$ cat src/hdl/pst_pkg.sv
// Shared types, codes and helpers for the pixel store with vertical trace.
package pst_pkg;

  // Command codes as they arrive on the input channel.
  typedef enum logic [2:0] {
    OP_PUT       = 3'd0,
    OP_PLOT      = 3'd1,
    OP_PLOT_RST  = 3'd2,
    OP_GET       = 3'd3,
    OP_CLEAR     = 3'd4
  } op_t;

  // Configuration register indexes.
  typedef enum logic [0:0] {
    REG_WIDTH  = 1'b0,
    REG_HEIGHT = 1'b1
  } reg_idx_t;

  // Command class after decode; unused opcodes become K_NOP.
  typedef enum logic [2:0] {
    K_PUT,
    K_PLOT,
    K_PLOT_RST,
    K_GET,
    K_CLEAR,
    K_NOP
  } kind_t;

  // Depth of the command queue between front and back (a power of two).
  localparam int QDEPTH = 2;

  // Width of the size operands used in bounds checks.
  localparam int SZW = 13;

  // Reset value of both size registers.
  localparam logic [8:0] SIZE_RST = 9'd256;

  // Active image size as written through the configuration port.
  typedef struct packed {
    logic [8:0] width;
    logic [8:0] height;
  } dims_t;

  // One decoded command as held in the queue.
  typedef struct packed {
    kind_t              kind;
    logic               hit;
    logic signed [9:0]  line;
    logic signed [9:0]  column;
    logic [23:0]        rgb;
  } cmd_t;

  // Queue occupancy flags seen by the front and the back.
  typedef struct packed {
    logic empty;
    logic full;
  } qstat_t;

  // True when (l, c) lies inside the active image, clipped to the store size.
  function automatic logic in_image(
    input logic signed [9:0] l,
    input logic signed [9:0] c,
    input dims_t             dims,
    input logic [SZW-1:0]    max_w,
    input logic [SZW-1:0]    max_h
  );
    logic [SZW-1:0] lu;
    logic [SZW-1:0] cu;
    lu = {4'd0, l[8:0]};
    cu = {4'd0, c[8:0]};
    return !l[9] && !c[9] &&
           (lu < {4'd0, dims.height}) && (lu < max_h) &&
           (cu < {4'd0, dims.width}) && (cu < max_w);
  endfunction

endpackage

$ cat src/hdl/pst_queue.sv
// Short command queue between the front end and the back end.
module pst_queue
  import pst_pkg::*;
(
  input  logic   clk,
  input  logic   rst_n,
  input  logic   push,
  input  cmd_t   push_cmd,
  input  logic   pop,
  output cmd_t   head,
  output qstat_t qstat
);

  localparam int QPW = (QDEPTH > 1) ? $clog2(QDEPTH) : 1;

  cmd_t           data_r [QDEPTH];
  logic [QPW-1:0] wr_ptr_r;
  logic [QPW-1:0] rd_ptr_r;
  logic [QPW:0]   count_r;

  assign qstat.empty = (count_r == '0);
  assign qstat.full  = (count_r == (QPW+1)'(QDEPTH));
  assign head        = data_r[rd_ptr_r];

  // Pointers and fill count.
  always_ff @(posedge clk) begin
    if (!rst_n) begin
      wr_ptr_r <= '0;
      rd_ptr_r <= '0;
      count_r  <= '0;
    end else begin
      if (push) wr_ptr_r <= wr_ptr_r + 1'b1;
      if (pop)  rd_ptr_r <= rd_ptr_r + 1'b1;
      if (push && !pop)      count_r <= count_r + 1'b1;
      else if (pop && !push) count_r <= count_r - 1'b1;
    end
  end

  // Entry storage.
  always_ff @(posedge clk) begin
    if (push) data_r[wr_ptr_r] <= push_cmd;
  end

  a_no_overflow: assert property (@(posedge clk) disable iff (!rst_n)
    qstat.full |-> !push) else $error("queue written while full");
  a_no_underflow: assert property (@(posedge clk) disable iff (!rst_n)
    qstat.empty |-> !pop) else $error("queue read while empty");
  a_count_bound: assert property (@(posedge clk) disable iff (!rst_n)
    count_r <= (QPW+1)'(QDEPTH)) else $error("queue count out of range");

endmodule

$ cat config.mk
export PLATFORM = sky130hd
export DESIGN_NAME = pst_queue
export DESIGN_NICKNAME = d
export VERILOG_FILES = /design/src/hdl/pst_pkg.sv /design/src/hdl/pst_queue.sv
export SDC_FILE = /design/constraint.sdc
export NUM_CORES = 1
export LEC_CHECK = 0
export BUFFER_PORTS_ARGS = -buffer_cell sky130_fd_sc_hd__buf_2
export CAP_MARGIN = 20
export CORE_ASPECT_RATIO = 0.5
export CORE_MARGIN = 2
export CORE_UTILIZATION = 51
export DETAILED_ROUTE_END_ITERATION = 7
export PLACE_DENSITY = 0.78
export SETUP_SLACK_MARGIN = 0.5
export SLEW_MARGIN = 40
export SYNTH_ARGS = -nofsm -noshare
export SYNTH_HDL_FRONTEND = slang
export SYNTH_SLANG_ARGS = --single-unit
$ cat constraint.sdc
create_clock -name clk -period 3.9 [get_ports clk]
set_clock_uncertainty 0.2 [all_clocks]
set_input_delay 0.39 -clock clk [delete_from_list [all_inputs] [get_ports clk]]
set_output_delay 0.39 -clock clk [all_outputs]
set_load 0.01 [all_outputs]
==> results.tsv <==
metric	value	unit
drt total wl	6026	um
quantity of hold-fixing buffers added after cts	0	
initial cell density of the core	53.90	%
port buffer count	101	
number of fillers in the final layout	504	
synthesized net count	224	
outcome	finished clean	
share of final-layout standard cells stronger than drive strength 1	58.10	%
syn_area_per_cell	21.53	um^2
Min-Delay Path Class	primary input to register	
Worst-Margin Slew	0.6533	ns
sink of the worst hold path	data_r[0][9]$_DFFE_PP_	
post-layout min period	2.243	ns
number of buffers added for setup after CTS	0	
count of state elements after synthesis	101	
detailed-route vias per instance	4.934	
count of different cell masters after synthesis	18	
total track usage	16.32	%
Std-Cell Core Area	6832	um^2
final hold slack	0.04068	ns
count of vias placed by the detailed router	1855	
startpoint of the most critical hold path	push_cmd[9]	
critical path type	register to primary output	
P_leak	1.719	nW
required time worst endpoint	3.31	ns
Crit path max-delay family	flip-flops	
fin crit share	57.52	%
Max Transition Viols Final	0	
RSZ-0062 raised after global routing	no	
endpoint arrival time on the critical path	1.65	ns
final setup TNS	0	ns
sequential group share of total power	56.7	%
via count of the first global-routing pass	1913	
critical path fanouts, max	48	
buffer depth of the longest clock path	2	
total of endpoints with negative setup slack in the final report	0	
synthesis warning total	0	
number of buffer and inverter stages on the critical path	1	
Die W	124.2	um
vertical die dimension	64.09	um
die footprint	7957	um^2
Netlist Area Pre-Place	3682	um^2
final weighted congestion in routability-driven placement	0.6681	
number of hold-slack violations in the final timing report	0	
setup slack on the worst flop-to-flop path	2.06	ns
Layout Cells excl Fill	376	
Switching Fraction	21.00	%
worst hold path depth	1	
number of top-level pins	102	
worst reg2reg path depth	3	
post-synthesis instance total	171	
sequential area share after synthesis	81.01	%
CTS tree	yes	
Overall Power	2.267	mW
post-cts sizing count	0	
number of nets at the end of the flow	333	
share of the synthesized area in the top cell type	78.29	%
average wire per standard cell	16.03	um
clock latency reported for the late side of the worst-skew pair	0.33	ns
overall overflow remaining after global route	0	
HPWL reported at the end of detailed placement	3946	um
ranking of synthesized cells by area	sky130_fd_sc_hd__edfxtp_1 78%, sky130_fd_sc_hd__mux2_2 15%, sky130_fd_sc_hd__dfxtp_1 2.7%	
Ant. Diodes	0	
endpoint of the most critical register-to-register path	data_r[0][35]$_DFFE_PP_	
Rel. slew slack	56.45	%
power density relative to cell area	498.6	nW/um^2
# rows	21	
Crit Reg-Reg Startpoint	wr_ptr_r$_SDFFE_PN0P_	
fmax	445.7	MHz
fraction of power consumed by the clock network	33.5	%
global-route wire length before repair	9266	um
number of DRC violations after detailed-routing iteration 0	115	
internal power	1.791	mW
most common library cell in the layout ignoring fill and taps	sky130_fd_sc_hd__buf_2	
cts bufs inserted	9	
Detail Route Antenna Nets	0	
largest net degree at the start of global routing	49	
# DRC	0	
most frequent cells in the layout	101 x sky130_fd_sc_hd__buf_2, 96 x sky130_fd_sc_hd__edfxtp_1, 48 x sky130_fd_sc_hd__mux2_2	
critical path startpoint category	register	
post-synthesis to final-layout area growth	23.51	%
root buf cell	sky130_fd_sc_hd__clkbuf_16	
number of stages on the worst setup path	2	
Clk pin slew, worst setup/hold paths	0.06	ns
slowest cell on the critical path	sky130_fd_sc_hd__dfxtp_4	
combinational fraction of design power	9.8	%
clock sink count	101	
number of cells after detailed placement	360	
ordered list of cells on the worst path	mux2_2 -> buf_2	
Setup crit end kind	primary output	
VDD IR-drop max	0.3397	mV
Critical Path Max Stage Delay	0.75	ns
Clock H-tree levels	3	
max-capacitance violation count	0	
sw power	0.4762	mW
antenna violations before repair	0	
iteration count of the initial detailed-routing pass	4	
post-synthesis cell type with the largest combined area	sky130_fd_sc_hd__edfxtp_1	
-- power groups by stage --
stage	sequential [mW]	combinational, mW	clock, mW
6_report	1.28	0.223	0.759
5_1_grt	1.29	0.242	0.825
4_1_cts	1.29	0.225	0.779
3_5_place_dp	1.31	0.224	0
3_3_place_gp	1.31	0.218	0
2_1_floorplan	1.29	0.145	0
-- through the flow --
step / setup WS (ns) / utilization [%] / cell area (um^2)
after detailed placement: 1.659 / 62.71 / 4284
after global routing: 1.555 / 66.58 / 4548
after floorplan: 0.6876 / - / 3682
final: 1.657 / 66.58 / 4548
after global placement: 1.639 / 62.66 / 4280
after CTS: 1.622 / 66.36 / 4533
-- registers in the layout, indices dropped and copies added, names as in the netlist, named ones only --
name and flops:
data_r 96, wr_ptr_r 1, count_r 2, rd_ptr_r 1
-- Yosys cell counts --
cell                       instances
sky130_fd_sc_hd__a21boi_1          1
sky130_fd_sc_hd__and2_1            4
sky130_fd_sc_hd__and2b_2           1
sky130_fd_sc_hd__buf_2             2
sky130_fd_sc_hd__buf_4             1
sky130_fd_sc_hd__buf_6             2
sky130_fd_sc_hd__dfxtp_1           5
sky130_fd_sc_hd__edfxtp_1         96
sky130_fd_sc_hd__ha_1              1
sky130_fd_sc_hd__inv_1             1
sky130_fd_sc_hd__mux2_2           48
sky130_fd_sc_hd__nor2_1            1
sky130_fd_sc_hd__nor2b_1           2
sky130_fd_sc_hd__o21a_1            1
sky130_fd_sc_hd__o21ai_0           1
sky130_fd_sc_hd__or3_1             1
sky130_fd_sc_hd__xnor2_1           1
sky130_fd_sc_hd__xor2_1            2
-- worst reg2reg max path, delay by kind of cell, from the launching register on --
family,cells,cell delay (ns)
flip-flops,1,0.34
buffers and inverters,2,0.55
AND/OR/NAND/NOR,1,0.41
-- worst max path at each step --
stage,endpoint,slack [ns]
3_3_place_gp,head[42],1.64
4_1_cts,head[4],1.62
2_1_floorplan,data_r[0][0]$_DFFE_PP_,0.69
6_report,head[32],1.66
3_5_place_dp,data_r[0][38]$_DFFE_PP_,1.66
5_1_grt,head[8],1.55
-- routing by layer --
metal  GRT usage, %  vias to the layer above  wire length [um]
met4          5.899                        0                70
met2          29.51                       47              3260
li1               -                      884                 -
met3          7.143                        9               360
met5              0                        -                 0
met1          16.79                      915              2334
-- cell type report --
class | instances | area [um^2] | area share (%)
inverter | 1 | 3.754 | 0.08253
sequential | 101 | 2987 | 65.67
tap | 92 | 115.1 | 2.531
clock buffer | 11 | 232.7 | 5.117
timing repair buffer | 103 | 528.0 | 11.61
clock inverter | 4 | 16.27 | 0.3576
multi-input combinational | 64 | 665.6 | 14.64
-- kinds of logic (layout without fill, tap and decap cells) --
kind of cell	count (synthesis)	after routing	share of synthesized area, %
mux	48	48	14.68
xor+xnor	3	3	0.7137
fa+ha+maj	1	1	0.3397
buf+inv	6	119	1.189
compound gates	3	3	0.5437
flops	101	101	81.01
simple gates	9	9	1.529
Note: power is estimated with default switching activity, not from simulation.
