File: src/hdl/pst_pkg.sv
// Shared types, codes and helpers for the pixel store with vertical trace.
package pst_pkg;

  // Command codes as they arrive on the input channel.
  typedef enum logic [2:0] {
    OP_PUT       = 3'd0,
    OP_PLOT      = 3'd1,
    OP_PLOT_RST  = 3'd2,
    OP_GET       = 3'd3,
    OP_CLEAR     = 3'd4
  } op_t;

  // Configuration register indexes.
  typedef enum logic [0:0] {
    REG_WIDTH  = 1'b0,
    REG_HEIGHT = 1'b1
  } reg_idx_t;

  // Command class after decode; unused opcodes become K_NOP.
  typedef enum logic [2:0] {
    K_PUT,
    K_PLOT,
    K_PLOT_RST,
    K_GET,
    K_CLEAR,
    K_NOP
  } kind_t;

  // Depth of the command queue between front and back (a power of two).
  localparam int QDEPTH = 2;

  // Width of the size operands used in bounds checks.
  localparam int SZW = 13;

  // Reset value of both size registers.
  localparam logic [8:0] SIZE_RST = 9'd256;

  // Active image size as written through the configuration port.
  typedef struct packed {
    logic [8:0] width;
    logic [8:0] height;
  } dims_t;

  // One decoded command as held in the queue.
  typedef struct packed {
    kind_t              kind;
    logic               hit;
    logic signed [9:0]  line;
    logic signed [9:0]  column;
    logic [23:0]        rgb;
  } cmd_t;

  // Queue occupancy flags seen by the front and the back.
  typedef struct packed {
    logic empty;
    logic full;
  } qstat_t;

  // True when (l, c) lies inside the active image, clipped to the store size.
  function automatic logic in_image(
    input logic signed [9:0] l,
    input logic signed [9:0] c,
    input dims_t             dims,
    input logic [SZW-1:0]    max_w,
    input logic [SZW-1:0]    max_h
  );
    logic [SZW-1:0] lu;
    logic [SZW-1:0] cu;
    lu = {4'd0, l[8:0]};
    cu = {4'd0, c[8:0]};
    return !l[9] && !c[9] &&
           (lu < {4'd0, dims.height}) && (lu < max_h) &&
           (cu < {4'd0, dims.width}) && (cu < max_w);
  endfunction

endpackage

File: src/hdl/pst_front.sv
// Front end: configuration registers, command decode and bounds check.
module pst_front
  import pst_pkg::*;
#(
  parameter logic [SZW-1:0] MAX_W = 13'd256,
  parameter logic [SZW-1:0] MAX_H = 13'd256
) (
  input  logic              clk,
  input  logic              rst_n,
  input  logic              start,
  input  logic [2:0]        in_opcode,
  input  logic signed [9:0] in_line,
  input  logic signed [9:0] in_column,
  input  logic [7:0]        in_red,
  input  logic [7:0]        in_green,
  input  logic [7:0]        in_blue,
  input  logic              cfg_valid,
  output logic              cfg_ready,
  input  logic [0:0]        cfg_index,
  input  logic [8:0]        cfg_data,
  input  qstat_t            qstat,
  output logic              push,
  output cmd_t              push_cmd,
  output dims_t             dims
);

  logic [8:0] width_r;
  logic [8:0] height_r;
  kind_t      kind;
  logic       hit;

  // Configuration writes are always taken.
  assign cfg_ready = 1'b1;

  always_ff @(posedge clk) begin
    if (!rst_n) begin
      width_r  <= SIZE_RST;
      height_r <= SIZE_RST;
    end else if (cfg_valid && cfg_ready) begin
      unique case (reg_idx_t'(cfg_index))
        REG_WIDTH:  width_r  <= cfg_data;
        REG_HEIGHT: height_r <= cfg_data;
        default:    ;
      endcase
    end
  end

  assign dims.width  = width_r;
  assign dims.height = height_r;

  // Decode the opcode into a command class.
  always_comb begin
    unique case (in_opcode)
      OP_PUT:      kind = K_PUT;
      OP_PLOT:     kind = K_PLOT;
      OP_PLOT_RST: kind = K_PLOT_RST;
      OP_GET:      kind = K_GET;
      OP_CLEAR:    kind = K_CLEAR;
      default:     kind = K_NOP;
    endcase
  end

  // Only put, plot and get report whether the pixel is inside.
  assign hit = in_image(in_line, in_column, dims, MAX_W, MAX_H) &&
               (kind == K_PUT || kind == K_PLOT || kind == K_GET);

  // A transaction enters the queue whenever there is room.
  assign push            = start && !qstat.full;
  assign push_cmd.kind   = kind;
  assign push_cmd.hit    = hit;
  assign push_cmd.line   = in_line;
  assign push_cmd.column = in_column;
  assign push_cmd.rgb    = {in_red, in_green, in_blue};

endmodule

File: config.mk
export PLATFORM = sky130hd
export DESIGN_NAME = pst_front
export DESIGN_NICKNAME = d
export VERILOG_FILES = /design/src/hdl/pst_pkg.sv /design/src/hdl/pst_front.sv
export SDC_FILE = /design/constraint.sdc
export NUM_CORES = 1
export LEC_CHECK = 0
export BUFFER_PORTS_ARGS = -buffer_cell sky130_fd_sc_hd__buf_2
export CAP_MARGIN = 20
export CORE_ASPECT_RATIO = 1.1
export CORE_MARGIN = 8
export CORE_UTILIZATION = 34
export DETAILED_ROUTE_END_ITERATION = 16
export GPL_TIMING_DRIVEN = 0
export HOLD_SLACK_MARGIN = 0.15
export PLACE_DENSITY = 0.77
export SYNTH_ARGS = -nofsm -noshare
export SYNTH_HDL_FRONTEND = slang
export SYNTH_SLANG_ARGS = --single-unit
File: constraint.sdc
create_clock -name clk -period 2 [get_ports clk]
set_clock_uncertainty 0.15 [all_clocks]
set_input_delay 0.4 -clock clk [delete_from_list [all_inputs] [get_ports clk]]
set_output_delay 0.4 -clock clk [all_outputs]
set_load 0.01 [all_outputs]
==> results of run 1 <==
-- cells by family after synthesis --
family,Yosys count
AOI/OAI and AO/OA,31
adders and majority gates,16
buffers and inverters,68
DFF,18
other,1
and+or+nand+nor,52
-- worst max-delay path by stage --
stage              endpoint  slack, ns  cells after the start
3_5_place_dp   push_cmd[44]      -0.37                      8
5_1_grt        push_cmd[44]      -0.33                      7
3_3_place_gp   push_cmd[44]      -0.37                      8
4_1_cts        push_cmd[44]      -0.26                      6
6_report       push_cmd[44]      -0.22                      7
2_1_floorplan  push_cmd[44]       0.02                      6
-- layout by cell type (no fill, tap or decap), types with 2 or more instances in the layout --
master    synthesis  final
buf_2             2    106
buf_4            46     52
nand2_1          39     39
a21boi_0         16     16
inv_1            17     14
dfxtp_1          18      9
dfxtp_2           0      9
ha_4              0      8
ha_1             16      8
a21oi_2           0      4
clkbuf_8          0      4
inv_2             0      3
nor2b_1           3      3
nand2b_1          3      3
nand4_1           3      3
o211ai_1          3      3
clkbuf_1          2      2
nor3_1            2      2
-- routing by layer --
layer	global-route usage (%)	share of wire, %
met5	0	0
met4	1.01	0.28
met2	22.9	50
met3	7.16	13
met1	11.5	37
-- critical path, delay by kind of cell (launching register included) --
| family | cells | cell delay [ns] |
|---|---|---|
| AO/OA/AOI/OAI | 4 | 0.67 |
| adder cells (fa/ha/maj) | 1 | 0.21 |
| buffers and inverters | 2 | 0.22 |
| flip-flops | 1 | 0.33 |
-- flip-flops by register name, indices dropped and copies added, names as in the netlist --
signal and count:
height_r 9, width_r 9
-- area by class of cell --
| class | instances | area share, % |
|---|---|---|
| plain buffers | 50 | 15.8 |
| clock buffers | 4 | 2.42 |
| inverters | 17 | 2.81 |
| multi-input cells | 100 | 34.4 |
| flip-flops and latches | 18 | 16.3 |
| well taps | 54 | 2.97 |
| repair buffers | 111 | 25.2 |
-- stage by stage --
stage,hold WS (ns),cells,cell area [um2],setup TNS (ns),utilization (%)
global placement,0.310,344,2030,-0.372,48.5
global route,0.245,354,2270,-0.327,54.3
CTS,0.239,351,2190,-0.256,52.2
detailed placement,0.326,344,2030,-0.371,48.5
finish,0.243,354,2270,-0.218,54.3
floorplan,0.326,186,1450,0,-
-- cell usage after synthesis (all sizes together) (2+ instances only) --
cell type  count  share of area (%)
a21boi        16                8.3
a21oi          4                1.4
buf           48                 25
clkbuf         3               0.87
dfxtp         18                 25
ha            16                 14
inv           17                4.4
nand2         39                 10
nand2b         3                1.3
nand4          3                1.3
nor2b          3                1.3
nor3           2               0.69
o211ai         3                1.6
-- where the power goes --
part           internal [W]  switching, W
clock network      0.000175      0.000116
registers          0.000378     0.0000115
logic              0.000205      0.000169
total              0.000758      0.000296
-- repair_timing --
item	4_1_cts	5_1_grt
gates resized for setup	16	11
buffers inserted	4	3
pin swaps	7	7
endpoints found under the setup margin	1	1
==> results.md, run 1 <==
* Outcome: finished with violations
* Failing checks: negative setup slack
* Global Route Usage Sum at 12.2%
* Warnings from Yosys at 0
* Core area at between 0.004 and 0.005 mm2
* Buffers on Ports at between 100 and 150
* Crit Path Class: reg -> out
* Nets at 380
* N_diodes at 0
* Setup Viol. Count Final at 1
* Post-Synth XOR/XNOR Area at 0%
* First-pass GRT wire length at 6840 um
* CTS Buf Count at 3
* Leading register cell type out of synthesis: dfxtp_1
* HP Class: in -> reg
* Vias/cell at 4.31
* Slew Limit Fails at 0
* Main combinational cell family by area after synthesis: buffers and inverters
* Placed wire-length estimate at 3770 um
* Seq. cell area at ~370 um2
* Synth cell types at 26
* Synth Area in Simple Gates at 15.6%
* CTS tree: done
* Post-Route WL at 4310 um
* CTS max path bufs at 2
* Final Hold Fails at 0
* Via count at 1524
* Lkg Pwr at 1.16 nW
* Die Wd at 78.2 um
* Chip height at 84.4 um
* Total power at 0.00105 W
* Fill cells at ~430
* Clock net sink count at 18
* Worst reg2reg endpoint: width_r[8]
* Die area at 0.00659 mm2
* Syn Area/Cell at 7.77 um2
* Starting Density at approximately a third
* Fraction of registers with async set/reset at 0%
* Multi-input logic area at between 700 and 800 um2
* Fmax at 451 MHz
* R2R cell count at 3
* Reg2reg setup slack at about 1.1 ns
* Compound-Gate Fraction of Synth Area at about 15%
* Crit path max-delay cell type: dfxtp_2
* Synth Area in Adders at ~14%
* Hold depth at 3
* Initial drt markers at 22
* Worst path required time at 1.45 ns
* Vias in the first global route at 1545
* Setup crit end kind: primary output
* FF+latch count, synth at 18
* Largest net degree at the start of global routing at 11
* Hold Crit Endpoint: height_r[8]
* Antenna Nets Post-Route at 0
* Hold Crit Start: cfg_data[8]
* Post-Synthesis Cells at roughly 190
* Critical path launch point type: register
* Max_cap viols at 0
* Initial antenna violation count at 0
* Num ports at 131
* Post-synth EDFFs at 0
* Layout cells sized above 1 at 63.3%
* VDD IR max at around 490 uV
* Crit Reg-Reg Startpoint: width_r[8]
* DR pass1 iterations at 4
* Clk root buf: clkbuf_8
* Placement Setup Slack at -0.371 ns
* Final Wtd Congestion at 0.753
* Crit path launch: height_r[2]
* Mapped cell area at ~0.0014 mm2
* Worst-skew pair later-pin latency at roughly 0.25 ns
* Hold Buf Count CTS at 0
* WL per Instance at 12.2 um
* Delay of the slowest critical-path stage at 0.33 ns
* Period utilization at 111%
* Area grow syn2layout at 57.4%
* Seq/Total Area, Yosys at 24.9%
* Post-synthesis mux area share at 0%
* RSZ-0062 raised after global routing: yes
* Htree depth at 1
* Crit-path max FO at 2
* Setup ws final at -0.218 ns
* Tmin final at 2.22 ns
* Syn nets at 265
* DR DRC count at 0
* Power Density at about 460 mW/mm2
* Total grt overflow at 0
* CP Cell Sequence: inv_2 > ha_4 > a21o_1 > a31oi_2 > o21ai_2 > a311oi_1 > buf_2
* Arrival time at the worst endpoint at 1.67 ns
* Core Rows at 25
* Clock transition at path regs at 0.07 ns
(Power assumes the default switching activity.)
==> run 2: changes to the inputs <==
Settings changed: BUFFER_PORTS_ARGS -buffer_cell sky130_fd_sc_hd__buf_2 to -buffer_cell sky130_fd_sc_hd__clkbuf_2.
==> results.md, run 2 (synthesis gave the netlist of run 1 again) <==
* Clock transition at path regs at 0.07 ns
* Placement Setup Slack at -0.388 ns
* Area grow syn2layout at 58.7%
* Power Density at 466 mW/mm2
* Slew Limit Fails at 0
* Die Wd at ~80 um
* Fmax at 459 MHz
* Setup crit end kind: primary output
* Final hold slack at 0.231 ns
* Worst path required time at 1.45 ns
* Core Rows at 25
* Buffers on Ports at 104
* CP Cell Sequence: inv_2 > ha_4 > a222oi_1 > nand4_1 > a311oi_1 > buf_2
* Crit Path Class: reg -> out
* Worst-skew pair later-pin latency at between 0.2 and 0.3 ns
* CTS tree: done
* Hold Buf Count CTS at 0
* Placed wire-length estimate at 3820 um
* WL per Instance at approximately 13 um
* Crit path max-delay cell type: dfxtp_2
* Outcome: finished with violations
* Layout cells sized above 1 at 65.1%
* Cell family with most CP delay: compound AO/OA/AOI/OAI gates
* Final instance area at 0.00229 mm2
* Commonest non-fill, non-tap cell in the layout: clkbuf_2
* CTS max path bufs at 2
* Setup ws final at -0.178 ns
* Total power at 0.00107 W
* Failing checks: negative setup slack
* CTS Buf Count at 3
* Antenna Nets Post-Route at 0
* Global Route Usage Sum at 12.3%
* Nets at 378
* Vias/cell at 4.45
* Chip height at 84.4 um
* Tmin final at ~2.2 ns
* Lkg Pwr at 1.16 nW
* Arrival time at the worst endpoint at 1.63 ns
* Critical path launch point type: register
* Setup Viol. Count Final at 1
* Initial drt markers at 22
* Most frequent cells in the layout: 104 x clkbuf_2, 50 x buf_4, 39 x nand2_1
* Starting Density at 34.5%
* Placed instance area at between 0.002 and 0.0025 mm2
* Switching share of power at 28.8%
* HP Class: in -> reg
* Placed cells at 344
* CP bufs+invs at 2
* Core area at 0.00419 mm2
* Fill cells at 422
* DR pass1 iterations at 4
* Period utilization at 109%
* Num ports at between 100 and 150
* Final Wtd Congestion at 0.764
* Switch Pwr at approximately 0.00031 W
* Htree depth at 1
* Crit-path max FO at 3
* Post-Route WL at 4470 um
* Fin cells at roughly 350
* Register share of total power at 36.6%
* Die area at 0.00659 mm2
* VDD IR max at 406 uV
* First-pass GRT wire length at ~6800 um
* Final Hold Fails at 0
* Internal Power at 0.000760 W
* Initial antenna violation count at 0
* Vias in the first global route at approximately 1600
* Clock net sink count at 18
* Largest net degree at the start of global routing at 11
* N_diodes at 0
* DR DRC count at 0
* Delay of the slowest critical-path stage at around 0.33 ns
* Total grt overflow at 0
* Max_cap viols at 0
* Via count at around 1600
* RSZ-0062 raised after global routing: yes
* Comb pwr share at 35.9%
* Largest regs: height_r: 9 flops, width_r: 9 flops
* Share of power burned in the clock network at around 28%
* Clk root buf: clkbuf_8
run 2: changes by cell type in the layout (fill, tap and decap cells not counted), sizes merged:
cell and delta:
clkbuf +103, buf -105
run 2: final cells by class:
| type | count | area, um2 | area share (%) |
|---|---|---|---|
| clock buffers | 4 | 55.1 | 2.40 |
| repair buffers | 109 | 558 | 24.3 |
| flip-flops and latches | 18 | 375 | 16.4 |
| multi-input cells | 100 | 813 | 35.5 |
| inverters | 17 | 63.8 | 2.78 |
| well taps | 54 | 67.6 | 2.95 |
| plain buffers | 50 | 360 | 15.7 |
run 2: final timing paths:
| path | startpoint | to | slack, ns | cells after the start |
|---|---|---|---|---|
| setup / recovery | width_r[8] | push_cmd[44] | -0.18 | 6 |
| hold / removal | cfg_data[4] | height_r[4] | 0.23 | 3 |
| setup reg to reg | width_r[5] | width_r[5] | 1.15 | 3 |
| hold reg to reg | width_r[1] | width_r[1] | 0.32 | 2 |
run 2: timing repair:
| item | in CTS | in global routing |
|---|---|---|
| pin swaps | 8 | 10 |
| resized for setup | 15 | 19 |
| setup endpoints to repair | 1 | 1 |
| setup buffers | 1 | 4 |
run 2: per-stage QoR:
stage | setup TNS (ns) | util (%)
floorplan | 0 | -
global placement | -0.365 | 48.5
detailed placement | -0.388 | 48.5
CTS | -0.295 | 51.4
global route | -0.289 | 54.7
finish | -0.178 | 54.7
run 2: worst min-delay path: stages:
cell and delay, ns:
clkbuf_2 0.09, nand2_1 0.05, a21boi_0 0.06
run 2: per-layer routing:
metal / track usage, % / share of wire, % / vias up / wire length (um)
met4: 2.19 / 1.0 / 0 / 46
met5: 0 / 0 / - / 0
met1: 11.3 / 34 / 700 / 1520
li1: - / - / 787 / -
met2: 22.5 / 51 / 74 / 2300
met3: 7.26 / 13 / 6 / 603
run 2: power groups by stage:
| stage | logic, W | clock network (W) | registers, W |
|---|---|---|---|
| 2_1_floorplan | 0.000187 | 0 | 0.000403 |
| 3_3_place_gp | 0.000329 | 0 | 0.000397 |
| 3_5_place_dp | 0.000336 | 0 | 0.000397 |
| 4_1_cts | 0.000354 | 0.000303 | 0.000390 |
| 5_1_grt | 0.000428 | 0.000326 | 0.000393 |
| 6_report | 0.000384 | 0.000293 | 0.000390 |
==> run 3: changes to the inputs <==
Settings changed: CELL_PAD_IN_SITES_DETAIL_PLACEMENT set to 1, CELL_PAD_IN_SITES_GLOBAL_PLACEMENT set to 2, CORE_UTILIZATION 34 to 16, GPL_ROUTABILITY_DRIVEN set to 0, PLACE_DENSITY 0.77 to unset, PLACE_DENSITY_LB_ADDON set to 0.1.
==> results.md, run 3 (synthesis gave the netlist of run 1 again) <==
* Period utilization at 113%
* Die area at approximately 0.012 mm2
* Clock transition at path regs at 0.07 ns
* Buffers on Ports at 104
* Chip height at 116 um
* Worst path required time at 1.45 ns
* Global Route Usage Sum at 8.40%
* Crit Path Class: reg -> out
* Arrival time at the worst endpoint at 1.71 ns
* Slew Limit Fails at 0
* Met3 Use GR at 4.06%
* DR pass1 iterations at 4
* Tmin final at between 2 and 2.5 ns
* Hold Crit Start: cfg_data[1]
* Post-Route WL at 5460 um
* CTS Buf Count at 3
* Antenna Nets Post-Route at 0
* Placement Setup Slack at -0.460 ns
* Die Wd at 107 um
* Critical path launch point type: register
* Crit path launch: height_r[2]
* Fill cells at approximately 1100
* Initial drt markers at 21
* Largest regs: height_r: 9 flops, width_r: 9 flops
* Starting Density at 16.4%
* Vias/cell at 3.80
* Initial antenna violation count at 0
* Setup crit end kind: primary output
* Final Hold Fails at 0
* Htree depth at 1
* Max_cap viols at 0
* Most frequent cells in the layout: 104 x clkbuf_2, 50 x buf_4, 39 x nand2_1
* Via count at 1567
* First-pass GRT wire length at around 8400 um
* Placed wire-length estimate at roughly 4800 um
* CTS tree: done
* Failing checks: negative setup slack
* Core area at 0.00883 mm2
* Crit Reg-Reg Startpoint: width_r[4]
* RSZ-0062 raised after global routing: yes
* Crit-path max FO at 2
* Setup Viol. Count Final at 1
* Commonest non-fill, non-tap cell in the layout: clkbuf_2
* Most used routing layer in global routing: met2
* Clk root buf: clkbuf_8
* Met2 Track Usage GR at roughly 15%
* Met1 Use GR at 9.41%
* VDD IR max at approximately 190 uV
* HP Class: in -> reg
* Fmax at 442 MHz
* Clock net sink count at 18
* Multi-input logic area at 797 um2
* Layout cells sized above 1 at 64.4%
* Area grow syn2layout at 62.7%
* CTS max path bufs at 2
* DR DRC count at 0
* Nets at 378
* Power Density at 459 mW/mm2
* Vias in the first global route at 1712
* Worst-skew pair later-pin latency at approximately 0.25 ns
* Lkg Pwr at 1.16 nW
* Core Rows at 36
* Setup TNS at -0.262 ns
* N_diodes at 0
* Largest net degree at the start of global routing at 11
* WL per Instance at 13.2 um
* Num ports at 131
* Final hold slack at between 0.2 and 0.25 ns
* Seq. cell area at 374 um2
* Outcome: finished with violations
* Total grt overflow at 0
* Setup ws final at -0.262 ns
## run 3: cell count changes in the layout (fill, tap and decap cells not counted)
cell      previous run  this run
ha_1                 6         7
inv_1               14        15
dfxtp_1              6         7
a311oi_1             1         0
a311oi_2             0         1
ha_4                10         8
dfxtp_2             12        11
ha_2                 0         1
inv_2                3         2
## run 3: power by group
part	switching [W]	total (W)	internal, W
registers	0.0000121	0.000390	0.000378
clock network	0.000127	0.000302	0.000175
logic	0.000182	0.000387	0.000205
total	0.000321	0.00108	0.000757
## run 3: per-stage QoR
stage / total power, W / instance area (um2) / util, % / instances
after floorplan: 0.000590 / 1450 / - / 186
after global placement: 0.000745 / 2110 / 23.9 / 404
after detailed placement: 0.000748 / 2110 / 23.9 / 404
after CTS: 0.00109 / 2260 / 25.7 / 410
after global routing: 0.00116 / 2350 / 26.6 / 412
final: 0.00108 / 2350 / 26.6 / 412
## run 3: final timing paths
path | endpoint | slack [ns] | depth (start not counted)
min reg2reg | height_r[5] | 0.33 | 2
max | push_cmd[44] | -0.26 | 7
max reg2reg | width_r[4] | 1.13 | 3
min | height_r[1] | 0.24 | 3
## run 3: layer usage
layer / wire length, um / share of wire (%)
met1: 2240 / 41
met4: 12 / 0.22
met5: 0 / 0
met2: 2670 / 49
met3: 532 / 9.8
## run 3: worst max-delay path, cell delays in order, from the launching register on
cell and delay, ns:
dfxtp_2 0.34, inv_2 0.04, ha_4 0.21, a21o_1 0.16, a31oi_2 0.18, o21ai_2 0.10, a311oi_2 0.26, buf_2 0.18
## run 3: layout make-up
cell class                      count  share of cell area (%)
Clock buffer                        4                    2.34
Sequential cell                    18                    15.9
Inverter                           17                    2.71
Tap cell                          114                    6.07
Timing Repair Buffer              109                    23.7
Buffer                             50                    15.3
Multi-Input combinational cell    100                    33.9
## run 3: what timing repair did
item | 4_1_cts | 5_1_grt
hold buffers | 0 | 0
buffers inserted | 3 | 2
pin swaps | 6 | 6
endpoints found under the setup margin | 1 | 1
resized for setup | 19 | 13
